`config.mk`:
```
export PLATFORM = sky130hd
export DESIGN_NAME = two_ended_queue_with_key_removal
export DESIGN_NICKNAME = d
export VERILOG_FILES = /design/src/hw/rtl/tedq_pkg.sv /design/src/hw/rtl/two_ended_queue_with_key_removal.sv
export SDC_FILE = /design/constraint.sdc
export NUM_CORES = 2
export LEC_CHECK = 0
export BUFFER_PORTS_ARGS = -buffer_cell sky130_fd_sc_hd__buf_4
export CELL_PAD_IN_SITES_DETAIL_PLACEMENT = 0
export CELL_PAD_IN_SITES_GLOBAL_PLACEMENT = 1
export CORE_ASPECT_RATIO = 1.25
export CORE_MARGIN = 5
export CORE_UTILIZATION = 55
export DETAILED_ROUTE_END_ITERATION = 10
export HOLD_SLACK_MARGIN = 0.12
export PLACE_DENSITY_LB_ADDON = 0.1
export SLEW_MARGIN = 0
export SYNTH_ARGS = -nofsm -noshare
export SYNTH_HDL_FRONTEND = slang
export SYNTH_SLANG_ARGS = --single-unit
```
`constraint.sdc`:
```
create_clock -name clk -period 13.5 [get_ports clk]
set_input_delay 0.675 -clock clk [delete_from_list [all_inputs] [get_ports clk]]
set_output_delay 0.675 -clock clk [all_outputs]
set_load 0.02 [all_outputs]
```
`src/hw/rtl/tedq_pkg.sv`:
```
// shared types and constants for the two-ended queue with key removal
// no dependencies
package tedq_pkg;

	localparam int KEY_W = 16;
	localparam int OCC_W = 7;

	typedef enum logic [1:0] {
		FN_PUSH_FRONT = 2'd0,
		FN_PUSH_BACK  = 2'd1,
		FN_SERVE      = 2'd2,
		FN_REMOVE     = 2'd3
	} func_t;

	typedef enum logic [1:0] {
		ST_DONE   = 2'd0,
		ST_FULL   = 2'd1,
		ST_EMPTY  = 2'd2,
		ST_ABSENT = 2'd3
	} status_t;

	typedef enum logic [1:0] {
		S_IDLE,
		S_INS,
		S_CMP,
		S_UNL
	} fsm_t;

	typedef struct packed {
		func_t             func;
		logic [KEY_W-1:0]  item_key;
	} cmd_t;

	typedef struct packed {
		status_t           status;
		logic [KEY_W-1:0]  removed_key;
		logic [OCC_W-1:0]  occupancy;
	} rsp_t;

endpackage

```
`src/hw/rtl/two_ended_queue_with_key_removal.sv`:
```
// two-ended queue over linked slot memories, top level
// depends on tedq_pkg
// inserts pass S_INS; serve and remove walk S_CMP from the front to the match, then S_UNL
// failed inserts and empty-queue ops answer from S_IDLE; the list walk sets remove time
// one command at a time, taken while idle; results strobed on done for one cycle, no stall
// reset: asynchronous, empties the queue at once; the free list is tracked with a fill mark
module two_ended_queue_with_key_removal #(
	parameter int CAPACITY = 64
) (
	input  logic            clk,
	input  logic            arst_n,
	input  logic            start,
	output logic            busy,
	input  tedq_pkg::cmd_t  cmd,
	output logic            done,
	output tedq_pkg::rsp_t  rsp
);

	localparam int IW = (CAPACITY > 1) ? $clog2(CAPACITY) : 1;
	localparam int CW = $clog2(CAPACITY + 1);
	localparam int KW = tedq_pkg::KEY_W;

	logic [KW-1:0] key_mem [CAPACITY];
	logic [IW-1:0] fwd_mem [CAPACITY];
	logic [IW-1:0] bwd_mem [CAPACITY];

	tedq_pkg::fsm_t state_q, state_d;
	logic [IW-1:0] front_q, front_d, back_q, back_d, free_q, free_d, cur_q, cur_d;
	logic [CW-1:0] count_q, count_d, fresh_q, fresh_d, n_q, n_d;
	tedq_pkg::cmd_t op_q, op_d;
	logic [KW-1:0] rem_q, rem_d;
	logic done_q, done_d;
	tedq_pkg::rsp_t rsp_q, rsp_d;

	logic [IW-1:0] raddr, raddr_s1;
	logic [KW-1:0] key_rd;
	logic [IW-1:0] fwd_rd, bwd_rd, fwd_eff;
	logic key_we, fwd_we, bwd_we;
	logic [IW-1:0] key_wa, fwd_wa, fwd_wd, bwd_wa, bwd_wd;
	logic at_front, at_back, hit;

	always_ff @(posedge clk) begin
		if (key_we) key_mem[key_wa] <= op_q.item_key;
		if (fwd_we) fwd_mem[fwd_wa] <= fwd_wd;
		if (bwd_we) bwd_mem[bwd_wa] <= bwd_wd;
		key_rd   <= key_mem[raddr];
		fwd_rd   <= fwd_mem[raddr];
		bwd_rd   <= bwd_mem[raddr];
		raddr_s1 <= raddr;
	end

	// slots at or past the fill mark were never written; their link is taken as the next slot index
	always_comb begin
		if ({{(CW-IW){1'b0}}, raddr_s1} >= fresh_q)
			fwd_eff = (raddr_s1 == IW'(CAPACITY - 1)) ? '0 : raddr_s1 + 1'b1;
		else
			fwd_eff = fwd_rd;
	end

	assign at_front = (count_q == CW'(1)) || (cur_q == front_q);
	assign at_back  = (count_q == CW'(1)) || (cur_q == back_q);
	assign hit      = (op_q.func == tedq_pkg::FN_SERVE) || (key_rd == op_q.item_key);

	always_comb begin
		state_d = state_q;
		front_d = front_q;
		back_d  = back_q;
		free_d  = free_q;
		cur_d   = cur_q;
		count_d = count_q;
		fresh_d = fresh_q;
		n_d     = n_q;
		op_d    = op_q;
		rem_d   = rem_q;
		done_d  = 1'b0;
		rsp_d   = rsp_q;
		raddr   = front_q;
		key_we  = 1'b0;
		key_wa  = free_q;
		fwd_we  = 1'b0;
		fwd_wa  = '0;
		fwd_wd  = '0;
		bwd_we  = 1'b0;
		bwd_wa  = '0;
		bwd_wd  = '0;
		case (state_q)
			tedq_pkg::S_IDLE: begin
				if (cmd.func == tedq_pkg::FN_PUSH_FRONT || cmd.func == tedq_pkg::FN_PUSH_BACK)
					raddr = free_q;
				if (start) begin
					op_d  = cmd;
					cur_d = front_q;
					n_d   = '0;
					if (cmd.func == tedq_pkg::FN_PUSH_FRONT
							|| cmd.func == tedq_pkg::FN_PUSH_BACK) begin
						if (count_q >= CW'(CAPACITY)) begin
							done_d = 1'b1;
							rsp_d  = '{tedq_pkg::ST_FULL, '0, tedq_pkg::OCC_W'(count_q)};
						end else begin
							state_d = tedq_pkg::S_INS;
						end
					end else if (count_q == '0) begin
						done_d = 1'b1;
						rsp_d  = '{tedq_pkg::ST_EMPTY, '0, tedq_pkg::OCC_W'(count_q)};
					end else begin
						state_d = tedq_pkg::S_CMP;
					end
				end
			end
			tedq_pkg::S_INS: begin
				key_we = 1'b1;
				if (count_q == '0) begin
					front_d = free_q;
					back_d  = free_q;
				end else if (op_q.func == tedq_pkg::FN_PUSH_FRONT) begin
					fwd_we  = 1'b1;
					fwd_wa  = free_q;
					fwd_wd  = front_q;
					bwd_we  = 1'b1;
					bwd_wa  = front_q;
					bwd_wd  = free_q;
					front_d = free_q;
				end else begin
					bwd_we = 1'b1;
					bwd_wa = free_q;
					bwd_wd = back_q;
					fwd_we = 1'b1;
					fwd_wa = back_q;
					fwd_wd = free_q;
					back_d = free_q;
				end
				free_d = fwd_eff;
				if ({{(CW-IW){1'b0}}, free_q} == fresh_q) fresh_d = fresh_q + 1'b1;
				count_d = count_q + 1'b1;
				done_d  = 1'b1;
				rsp_d   = '{tedq_pkg::ST_DONE, '0, tedq_pkg::OCC_W'(count_q + 1'b1)};
				state_d = tedq_pkg::S_IDLE;
			end
			tedq_pkg::S_CMP: begin
				raddr = fwd_rd;
				if (hit) begin
					rem_d = key_rd;
					if (!at_front) begin
						fwd_we = 1'b1;
						fwd_wa = bwd_rd;
						fwd_wd = fwd_rd;
					end
					if (!at_back) begin
						bwd_we = 1'b1;
						bwd_wa = fwd_rd;
						bwd_wd = bwd_rd;
					end
					if (at_front) front_d = fwd_rd;
					if (at_back) back_d = bwd_rd;
					state_d = tedq_pkg::S_UNL;
				end else if (n_q + 1'b1 == count_q) begin
					done_d  = 1'b1;
					rsp_d   = '{tedq_pkg::ST_ABSENT, '0, tedq_pkg::OCC_W'(count_q)};
					state_d = tedq_pkg::S_IDLE;
				end else begin
					cur_d = fwd_rd;
					n_d   = n_q + 1'b1;
				end
			end
			tedq_pkg::S_UNL: begin
				fwd_we  = 1'b1;
				fwd_wa  = cur_q;
				fwd_wd  = free_q;
				free_d  = cur_q;
				count_d = count_q - 1'b1;
				done_d  = 1'b1;
				rsp_d   = '{tedq_pkg::ST_DONE, rem_q, tedq_pkg::OCC_W'(count_q - 1'b1)};
				state_d = tedq_pkg::S_IDLE;
			end
			default: state_d = tedq_pkg::S_IDLE;
		endcase
	end

	always_ff @(posedge clk or negedge arst_n) begin
		if (!arst_n) begin
			state_q <= tedq_pkg::S_IDLE;
			front_q <= '0;
			back_q  <= '0;
			free_q  <= '0;
			count_q <= '0;
			fresh_q <= '0;
			done_q  <= 1'b0;
		end else begin
			state_q <= state_d;
			front_q <= front_d;
			back_q  <= back_d;
			free_q  <= free_d;
			count_q <= count_d;
			fresh_q <= fresh_d;
			done_q  <= done_d;
		end
	end

	always_ff @(posedge clk) begin
		cur_q <= cur_d;
		n_q   <= n_d;
		op_q  <= op_d;
		rem_q <= rem_d;
		rsp_q <= rsp_d;
	end

	assign busy = (state_q != tedq_pkg::S_IDLE);
	assign done = done_q;
	assign rsp  = rsp_q;

	a_count_bound: assert property (@(posedge clk) disable iff (!arst_n)
		count_q <= CW'(CAPACITY))
		else $error("item count above capacity");

	a_fresh_bound: assert property (@(posedge clk) disable iff (!arst_n)
		count_q <= fresh_q)
		else $error("more items than slots ever used");

	a_walk_bound: assert property (@(posedge clk) disable iff (!arst_n)
		state_q == tedq_pkg::S_CMP |-> n_q < count_q)
		else $error("list walk ran past item count");

	a_done_cause: assert property (@(posedge clk) disable iff (!arst_n)
		done_q |-> $past(busy) || $past(start))
		else $error("result without transaction");

endmodule

```
==> results.cfg <==
[clock_tree]
cts.sinks = 1933
path_clk_slew_ns = 0.06
cts-resized-gates = 0
ctsHtreeMaxLevel = 4
root_buffer = clkbuf_16
clkLatencyLatePin_ns = 0.82
cts_buffer_depth = 3
cts-buffers-inserted = 187
cts_tree = done

[logic_synthesis]
yosys.area.top_type = edfxtp_1
synth_top_flop_cell = edfxtp_1
yosys-top-cells-area = edfxtp_1, mux4_2, nand2_1
syn_nets = 4852
netlist_area_um2 = 76330
synth-edff-count = 1864
syn_inst = 4813
synthMuxAreaShare_pct = 7.710
seq_area_frac_synth_pct = 75.37
ys_ff_latch = 1933
avgSynthCellArea_um2 = 15.86
synth.distinct_cells = 70
ys_async_sr_fraction_pct = 1.811
synth-compound-area-share_pct = 4.524
synth_top_family_by_area = simple AND/OR/NAND/NOR gates
yosys.area_share.adder_pct = 0.2950
synth_xor_area_share_pct = 0.7228
synthSimpleGateAreaFrac_pct = 9.622
yosysTopAreaCellShare_pct = 73.33
yosysWarnings = 0

[outcome]
status = complete, no violations

[detailed_routing]
avgRoutedWirePerCell_um = 29.11
drc = 0
post_drt_via_cell_ratio = 6.210
wirelength_mm = 202.1
first_pass_iters = 5
antenna_left = 0
dr_total_vias = 43117
drtIter0Drc = 4595

[power_and_ir_drop]
power_frac_comb_pct = 39.4
power.share.clock_pct = 24.6
p_int_uw = 12720
p_per_area_nw_per_um2 = 244.1
worst_ir_drop_vdd_uv = 264.3
p_total_uw = 20820
seqPwrFrac_pct = 36.0
power_switching_uw = 8103
leakagePower_uw = 0.02821
p_sw_share_pct = 38.92

[floorplan]
die_w_um = 343.2
die_h_um = 426.5
start_util_pct = 55.44
core_area_um2 = 137700
rows = 152
dieArea_um2 = 146400
ioPinCount = 48

[job]
maxCapViolCount = 0

[critical_path]
r2r_setup_slack_ns = 7.14
cp-endpoint = bwd_rd[0]
cp-start-kind = flip-flop
arrival_ns = 7.08
end_kind = flip-flop
required_ns = 14.22
r2r-start = state_q[0]
path_max_fanout = 141
reg2reg_depth = 12
cp-startpoint = state_q[0]
reg2reg_to = bwd_rd[0]
worstSetupPathType = flip-flop to flip-flop

[sta]
tightest_slew_ns = 1.206
rsz0062_at_grt = false
skew_ns = 0.03015
period_share_pct = 47.11
setup_viol = 0
slew_headroom_pct = 19.63
fmax_ghz = 0.1572
fin_setup_tns_ns = 0
hold_viol = 0
finalMaxSlewViolations = 0
fin_crit_ns = 6.360

[placed_design]
dp_hpwl_mm = 118.9
place_congestion = 0.8665
io_buffers = 47

[global_routing]
grt_pass1_vias = 42442
grt.met1_usage_pct = 37.40
grt.met2_usage_pct = 46.66
grt_usage_pct = 27.78
grt_max_degree = 188
grt_pass1_wl_mm = 293.7
antenna_found_initial = 5
busiest_layer = met2
grt_overflow_total = 0
grt_use_met3_pct = 3.733

[finish]
layout_commonest_cell = edfxtp_1
drive_gt1_share_pct = 14.96
nNetsFinal = 4974
layout_common_cells = edfxtp_1, nand2_1, nand3_1
syn2layout_area_growth_pct = 11.76

[worst_hold_path]
hold_path.class = input port to flip-flop
## flip-flops by register name, summed over array words and instances (netlist names)
signal    flops
key_mem    1024
bwd_mem     384
fwd_mem     384
rsp          25
op_q         18
key_rd       16
rem_q        16
count_q       7
fresh_q       7
n_q           7
back_q        6
bwd_rd        6
cur_q         6
free_q        6
front_q       6
fwd_rd        6
raddr_s1      6
state_q       2
done          1
## cell families (layout without fill, tap and decap cells)
kind of cell | after synthesis | count (layout)
adder cells (fa/ha/maj) | 18 | 18
buffers and inverters | 310 | 591
AO/OA/AOI/OAI | 490 | 490
multiplexers | 306 | 306
flip-flops | 1933 | 1933
AND/OR/NAND/NOR | 1693 | 1693
XOR/XNOR | 63 | 63
other | 0 | 1
## through the flow
| stage | cells | setup WS (ns) | hold slack (ns) | cell area, um2 | utilization [%] |
|---|---|---|---|---|---|
| finish | 6943 | 7.140 | 0.2770 | 85310 | 61.96 |
| global placement | 6575 | 7.300 | 0.5027 | 79150 | 57.48 |
| detailed placement | 6575 | 7.229 | 0.5032 | 79150 | 57.48 |
| floorplan | 4813 | 8.710 | 0.3794 | 76330 | - |
| global route | 6942 | 6.852 | 0.2735 | 85310 | 61.96 |
| CTS | 6942 | 7.219 | 0.2058 | 85310 | 61.96 |
## timing repair
item | 4_1_cts | 5_1_grt
hold buffers | 19 | 0
buffers inserted | 0 | 0
endpoints found under the hold margin | 53 | 0
## layer usage
layer  vias to the layer above  part of all wire [%]
li1                      18811                     -
met1                     22162                    39
met2                      1758                    50
met3                       386                   6.7
met4                         0                   4.2
met5                         -                     0
## critical path: stages (launching register included)
cell	delay, ns
dfrtp_1	0.40
inv_1	0.13
ha_1	0.72
nor3b_1	0.17
a211oi_4	0.34
buf_4	0.65
buf_12	0.60
buf_4	0.91
buf_4	0.82
mux4_2	0.59
a22oi_1	0.19
nand3_1	0.12
a32o_1	0.24
## Yosys cell counts (4+ instances only)
cell type,number
o21ai_0,35
mux2_2,12
xor2_1,38
a31oi_1,59
clkbuf_1,145
buf_1,27
buf_4,5
edfxtp_1,1864
mux4_2,224
a22oi_1,116
inv_1,20
nand2_1,862
a21o_1,20
mux2i_1,69
nor4_1,7
dfxtp_1,34
a32o_1,28
nor4_4,4
nand3b_1,8
a221oi_1,6
nor2b_1,8
a21oi_1,122
xnor2_1,25
nor3_1,34
dfrtp_1,35
nand2b_1,6
and2_1,27
o31ai_1,4
or3_1,5
ha_1,18
a32oi_1,56
nand4_1,41
nand3_1,418
nor2_1,252
o211ai_1,10
and3_1,4
buf_2,104
## how the worst min path moves through the flow
stage	start	end	slack, ns	cells after the start
finish	start	done	0.28	3
global route	start	done	0.27	3
CTS	start	done	0.21	3
detailed placement	rem_q[8]	rsp[15]	0.50	1
global placement	rem_q[2]	rsp[9]	0.50	1
floorplan	arst_n	back_q[0]	0.38	0
## power groups by stage
stage / sequential [uW] / combinational [uW] / clock (uW)
6_report: 7490 / 8210 / 5110
5_1_grt: 7500 / 8740 / 5450
4_1_cts: 7480 / 8260 / 5190
3_5_place_dp: 7610 / 8230 / 0
3_3_place_gp: 7610 / 8180 / 0
2_1_floorplan: 7560 / 5190 / 0
## final cells by class
class                           count  area (um2)
Fill cell                       10169       52380
Inverter                           27       132.6
Clock inverter                    107       934.6
Clock buffer                      241        5037
Tap cell                         1848        2312
Antenna cell                        1       2.502
Sequential cell                  1933       57530
Multi-Input combinational cell   2570       17670
Timing Repair Buffer              216        1694
Power figures use the tool's default switching activity.
